### src/hdl/quad_vca_cascade_mixer_top_defines.svh
// ----------------------------------------------------------------------------
// quad vca cascade mixer assertion macros
// shared concurrent assertion forms, clocked on aclk and quiet during reset
// ----------------------------------------------------------------------------
`ifndef QUAD_VCA_CASCADE_MIXER_TOP_DEFINES_SVH
`define QUAD_VCA_CASCADE_MIXER_TOP_DEFINES_SVH

// same-cycle implication
`define QVCM_ASSERT_IMP(name, ante, cons, msg) \
    name: assert property (@(posedge aclk) disable iff (!aresetn) (ante) |-> (cons)) \
        else $error(msg);

// next-cycle implication
`define QVCM_ASSERT_NXT(name, ante, cons, msg) \
    name: assert property (@(posedge aclk) disable iff (!aresetn) (ante) |=> (cons)) \
        else $error(msg);

`endif

### src/hdl/qvcm_pkg.sv
// ----------------------------------------------------------------------------
// qvcm_pkg
// shared widths, types and the exponential curve table of the vca mixer
// ----------------------------------------------------------------------------
package qvcm_pkg;

    localparam int CHANNEL_COUNT       = 4;
    localparam int SAMPLE_BITS         = 16;
    localparam int CURVE_TABLE_ENTRIES = 64;

    // configuration
    localparam int GAIN_BITS         = 17;
    localparam int UNITY_Q16         = 65536;
    localparam int CFG_COUNT         = 2 * CHANNEL_COUNT;
    localparam int CFG_IDX_BITS      = $clog2(CFG_COUNT) + 1;
    localparam int REG_GAIN_BASE     = 0;
    localparam int REG_RESPONSE_BASE = CHANNEL_COUNT;

    // control law
    localparam int LIN_BITS      = 14;
    localparam int LIN_MAX       = 8192;
    localparam int LIN_FRAC_BITS = 13;
    localparam int LIN_CV_SAT    = 20480;  // cv at which 2*cv/5 reaches 2.0
    localparam int DIV_IN_BITS   = 16;
    localparam int RECIP5        = 52429;  // ceil(2^18 / 5)
    localparam int RECIP5_SHIFT  = 18;
    localparam int IDX_BITS      = $clog2(CURVE_TABLE_ENTRIES + 1);
    localparam int POS_BITS      = LIN_FRAC_BITS + IDX_BITS;
    localparam int CURVE_BITS    = 16;
    localparam int M_BITS        = 17;
    localparam int ROUND_Q12     = 2048;
    localparam int ROUND_Q13     = 4096;
    localparam int ROUND_Q16     = 32768;

    // datapath
    localparam int GAINED_BITS = SAMPLE_BITS + GAIN_BITS - 1;
    localparam int PROD_BITS   = GAINED_BITS + M_BITS;
    localparam int SCALED_BITS = GAINED_BITS + 5;
    localparam int SUM_BITS    = SCALED_BITS + 3;
    localparam int SAMPLE_MAX  = (1 << (SAMPLE_BITS - 1)) - 1;
    localparam int SAMPLE_MIN  = -SAMPLE_MAX - 1;

    // stream widths
    localparam int S_TDATA_BITS = ((2 * CHANNEL_COUNT * SAMPLE_BITS + 7) / 8) * 8;
    localparam int M_TDATA_BITS = ((CHANNEL_COUNT * SAMPLE_BITS + 7) / 8) * 8;
    localparam int S_TUSER_BITS = 2 * CHANNEL_COUNT;
    localparam int M_TUSER_BITS = CHANNEL_COUNT;

    // pipeline depth
    localparam int FRONT_STAGES   = 1;
    localparam int CURVE_STAGES   = 3;
    localparam int CASCADE_STAGES = CHANNEL_COUNT + 1;
    localparam int PIPE_STAGES    = FRONT_STAGES + CURVE_STAGES + CASCADE_STAGES;

    // curve table construction
    localparam longint unsigned LN200_Q24 = 88891015;
    localparam longint unsigned ONE_Q24   = 16777216;

    typedef logic signed [SAMPLE_BITS-1:0] sample_t;
    typedef logic        [GAIN_BITS-1:0]   coef_t;
    typedef logic        [LIN_BITS-1:0]    lin_t;
    typedef logic        [CURVE_BITS-1:0]  curve_t;
    typedef logic signed [GAINED_BITS-1:0] gained_t;
    typedef logic signed [M_BITS-1:0]      mult_t;
    typedef logic signed [SCALED_BITS-1:0] scaled_t;
    typedef logic signed [SUM_BITS-1:0]    sum_t;
    typedef logic [CHANNEL_COUNT-1:0]      mask_t;
    typedef curve_t curve_tbl_t [0:CURVE_TABLE_ENTRIES];

    // one table point: taylor series of 200^(k/N) in q24, then (e-1)*10/199 in q4.12
    function automatic curve_t curve_point(input int unsigned k);
        logic [63:0] x;
        logic [63:0] term;
        logic [63:0] acc;
        x    = (LN200_Q24 * 64'(k)) / 64'(CURVE_TABLE_ENTRIES);
        term = ONE_Q24;
        acc  = ONE_Q24;
        for (int unsigned n = 1; n < 80; n++) begin
            if (term != 64'd0) begin
                term = ((term * x) >> 24) / 64'(n);
                acc  = acc + term;
            end
        end
        acc = ((acc - ONE_Q24) * 64'd10) / 64'd199;
        return CURVE_BITS'((acc + 64'd2048) >> 12);
    endfunction

    function automatic curve_tbl_t build_curve();
        curve_tbl_t t;
        for (int unsigned k = 0; k <= CURVE_TABLE_ENTRIES; k++) begin
            t[k] = curve_point(k);
        end
        return t;
    endfunction

    localparam curve_tbl_t CURVE_TBL = build_curve();

endpackage

### src/hdl/qvcm_front.sv
// ----------------------------------------------------------------------------
// qvcm_front
// first stage: input gain multiply and linear cv term per channel
// ----------------------------------------------------------------------------
module qvcm_front (
    input  logic                   aclk,
    input  logic                   en,
    input  qvcm_pkg::sample_t      audio_in [qvcm_pkg::CHANNEL_COUNT],
    input  qvcm_pkg::sample_t      cv_in    [qvcm_pkg::CHANNEL_COUNT],
    input  qvcm_pkg::coef_t        gain     [qvcm_pkg::CHANNEL_COUNT],
    input  qvcm_pkg::mask_t        cv_mask,
    input  qvcm_pkg::mask_t        out_mask,
    output qvcm_pkg::gained_t      gained_reg [qvcm_pkg::CHANNEL_COUNT],
    output qvcm_pkg::lin_t         lin_reg    [qvcm_pkg::CHANNEL_COUNT],
    output qvcm_pkg::mask_t        cv_mask_reg,
    output qvcm_pkg::mask_t        out_mask_reg
);
    import qvcm_pkg::*;

    logic signed [31:0]              cv_w     [CHANNEL_COUNT];
    logic        [DIV_IN_BITS-1:0]   dbl      [CHANNEL_COUNT];
    logic        [2*DIV_IN_BITS-1:0] quot     [CHANNEL_COUNT];
    logic signed [GAINED_BITS+1:0]   gprod    [CHANNEL_COUNT];
    gained_t                         gained_next [CHANNEL_COUNT];
    lin_t                            lin_next    [CHANNEL_COUNT];

    always_comb begin
        for (int i = 0; i < CHANNEL_COUNT; i++) begin
            // gain is unsigned q1.16, product is exact
            gprod[i]       = audio_in[i] * $signed({1'b0, gain[i]});
            gained_next[i] = GAINED_BITS'(gprod[i]);

            // lin = floor(2*cv/5) via reciprocal, clamped to 2.0
            cv_w[i] = 32'(cv_in[i]);
            dbl[i]  = DIV_IN_BITS'(cv_w[i] <<< 1);
            quot[i] = (2*DIV_IN_BITS)'(dbl[i]) * (2*DIV_IN_BITS)'(RECIP5);
            if (cv_w[i] <= 0) begin
                lin_next[i] = '0;
            end else if (cv_w[i] >= LIN_CV_SAT) begin
                lin_next[i] = LIN_BITS'(LIN_MAX);
            end else begin
                lin_next[i] = LIN_BITS'(quot[i] >> RECIP5_SHIFT);
            end
        end
    end

    always_ff @(posedge aclk) begin
        if (en) begin
            gained_reg   <= gained_next;
            lin_reg      <= lin_next;
            cv_mask_reg  <= cv_mask;
            out_mask_reg <= out_mask;
        end
    end

endmodule

### config.mk
export PLATFORM = sky130hd
export DESIGN_NAME = qvcm_front
export DESIGN_NICKNAME = d
export VERILOG_FILES = /design/src/hdl/quad_vca_cascade_mixer_top_defines.svh /design/src/hdl/qvcm_pkg.sv /design/src/hdl/qvcm_front.sv
export SDC_FILE = /design/constraint.sdc
export NUM_CORES = 2
export LEC_CHECK = 0
export BUFFER_PORTS_ARGS = -buffer_cell sky130_fd_sc_hd__buf_2
export CAP_MARGIN = 20
export CORE_ASPECT_RATIO = 0.75
export CORE_MARGIN = 1
export CORE_UTILIZATION = 52
export DETAILED_ROUTE_END_ITERATION = 8
export PLACE_DENSITY = 0.71
export REMOVE_ABC_BUFFERS = 1
export SLEW_MARGIN = 15
export SYNTH_ARGS = -nofsm -noshare
export SYNTH_HDL_FRONTEND = slang
export SYNTH_SLANG_ARGS = --single-unit
export TNS_END_PERCENT = 1
### constraint.sdc
create_clock -name aclk -period 9.8 [get_ports aclk]
set_input_delay 0.98 -clock aclk [delete_from_list [all_inputs] [get_ports aclk]]
set_output_delay 0.98 -clock aclk [all_outputs]
set_load 0.02 [all_outputs]
==> results.txt <==
status: complete, no violations
Crit-path slowest cell: fa_1
most used cell, CP: fa_1
Critical path buffers and inverters: 4
Critical Path RT: 10.15 ns
Yosys cell types: 75
clock root buffer: clkbuf_16
average cell area after synthesis: 9.54 µm²
Setup TNS Final: 0 ns
fmax: 148 MHz
Final Hold Viols: 0
crit end category: register
GPL Wtd Cong: 0.925
EDFF count, synth: 192
Yosys Warn Count: 0
Synth Cell Area: 57200 µm²
final setup vio count: 0
cell family with most CP delay: adder cells
Area contributors post-synth: fa_1 37%, ha_1 20%, edfxtp_1 10%
Worst Setup EP: gained_reg[63]
Resized cells post-CTS: 0
fin cells: 7713
Setup Buffers After CTS: 0
most frequent cells in the layout: 1492 x inv_1, 1068 x fa_1, 931 x ha_1
Rel. slew slack: 40.6%
WL/cell: 18.2 µm
Die Span X: 385 µm
DRT iter0 DRCs: 2483
# fillers: 9493
critical path startpoint category: input pin
Core ar.: 108000 µm²
Yosys top cell area share: 37.4%
initial core utilization: 52.9%
CTS buffer count: 17
setup slack after layout: 3.02 ns
kind of critical path: input pin to register
minimum clock period: 6.78 ns
crit path DAT: 7.13 ns
Avg Vias per Cell: 5.27
Synth async-reset ratio: 0%
first-pass GRT wire length: 231000 µm
clock buffer depth: 2
maxcap violations: 0
nets@finish: 8464
fin. max-slew vios: 0
Post-DP HPWL: 117000 µm
H-tree levels: 4
initial antenna violation count: 7
max FFs per register: 128
chip height: 289 µm
Worst-path clk slew: 0.08 ns
CP Cell Sequence: buf_2 > nand2_1 > fa_1 > fa_1 > inv_1 > fa_1 > inv_1 > fa_1 > fa_1 > fa_1 > inv_1 > ha_1 > nand3_1 > a21oi_1 > o21ai_0 > nand4b_1 > a31o_2 > o211ai_1 > o311ai_0 > o211ai_1 > xnor2_1
layout cells sized above 1: 7.46%
CTS tree: yes
CTS Sinks: 192
vias in the first global route: 43100
placed cells: 7671
remaining global-route overflow: 0
Min Hold Slack: 0.610 ns
GRT Resource Usage Total: 26.5%
CP startpoint: gain[28]
pre-CTS setup slack: 2.46 ns
die area: 111000 µm²
final WL: 140000 µm
DRT antenna net count: 0
Seq cells post-synth: 192
TritonRoute pass-1 iters: 6
Post-Syn Instances: 5994
RSZ-0062 raised after global routing: no
main flop type after synthesis: edfxtp_1
Area Overhead vs Synth: 6.72%
fin crit share: 69.1%
io pins: 398
crit path max fanout: 16
largest net degree at the start of global routing: 89
DR vias: 40600
area leader, netlist: fa_1
most common cell after layout, fill and taps aside: inv_1
Crit path depth: 21
CTS hold repair buffers: 0
Crit path largest cell delay: 0.55 ns
Seq/Total Area, Yosys: 10.1%
worst-margin pin slew: 0.891 ns
Cell Rows: 104
Residual DRC: 0
# port buffers: 397
Worst Hold Class: input pin to register
## cells in the mapped netlist (all sizes together), types with 47 or more instances
master and n:
nand2 608, nor2 154, ha 931, o21ai 75, fa 1068, xor2 47
and2 500, xnor2 133, inv 1494, edfxtp 192, clkbuf 150, nand2b 52
a21o 80, a21oi 153
## metrics by stage
step	area (µm²)	util, %
after global placement	60400	55.9
after detailed placement	60400	55.9
after floorplan	56600	-
after global routing	61000	56.4
after CTS	61000	56.4
final	61000	56.4
## worst min path at each step
stage | to | cells after the start | start | slack (ns)
floorplan | cv_mask_reg[0] | 0 | cv_mask[0] | 1.08
finish | out_mask_reg[1] | 1 | out_mask[1] | 0.61
global placement | out_mask_reg[0] | 1 | out_mask[0] | 1.16
global route | out_mask_reg[1] | 1 | out_mask[1] | 0.56
detailed placement | out_mask_reg[3] | 1 | out_mask[3] | 1.16
CTS | out_mask_reg[1] | 1 | out_mask[1] | 0.55
## routing by layer
layer	GRT usage, %	share of wire [%]
met1	38.7	46
met2	40.4	45
met3	5.61	7.8
met4	5.74	1.4
met5	0	0
## logic make-up (layout without fill, tap and decap cells)
kind of cell | Yosys count | count (layout) | synth area share [%]
other | 0 | 10 | 0
muxes | 3 | 3 | 0.0547
AOI/OAI and AO/OA | 478 | 478 | 5.54
and+or+nand+nor | 1492 | 1492 | 13.0
DFF | 192 | 192 | 10.1
buffers and inverters | 1650 | 1928 | 10.8
adders and majority gates | 1999 | 1999 | 57.8
xor gates and xnor gates | 180 | 180 | 2.76
## area by class of cell
| cell class | count | area (µm²) | share of cell area (%) |
|---|---|---|---|
| Multi-Input combinational cell | 4152 | 45200 | 74.1 |
| Sequential cell | 192 | 5770 | 9.45 |
| Inverter | 1496 | 5620 | 9.20 |
| Timing Repair Buffer | 400 | 2020 | 3.31 |
| Tap cell | 1431 | 1790 | 2.93 |
| Clock buffer | 17 | 425 | 0.697 |
| Clock inverter | 15 | 161 | 0.265 |
| Antenna cell | 10 | 25.0 | 0.0410 |
Power is left out: the tool's default activity adds up to more than one toggle a clock period on the data nets, which glitch-free logic cannot reach.
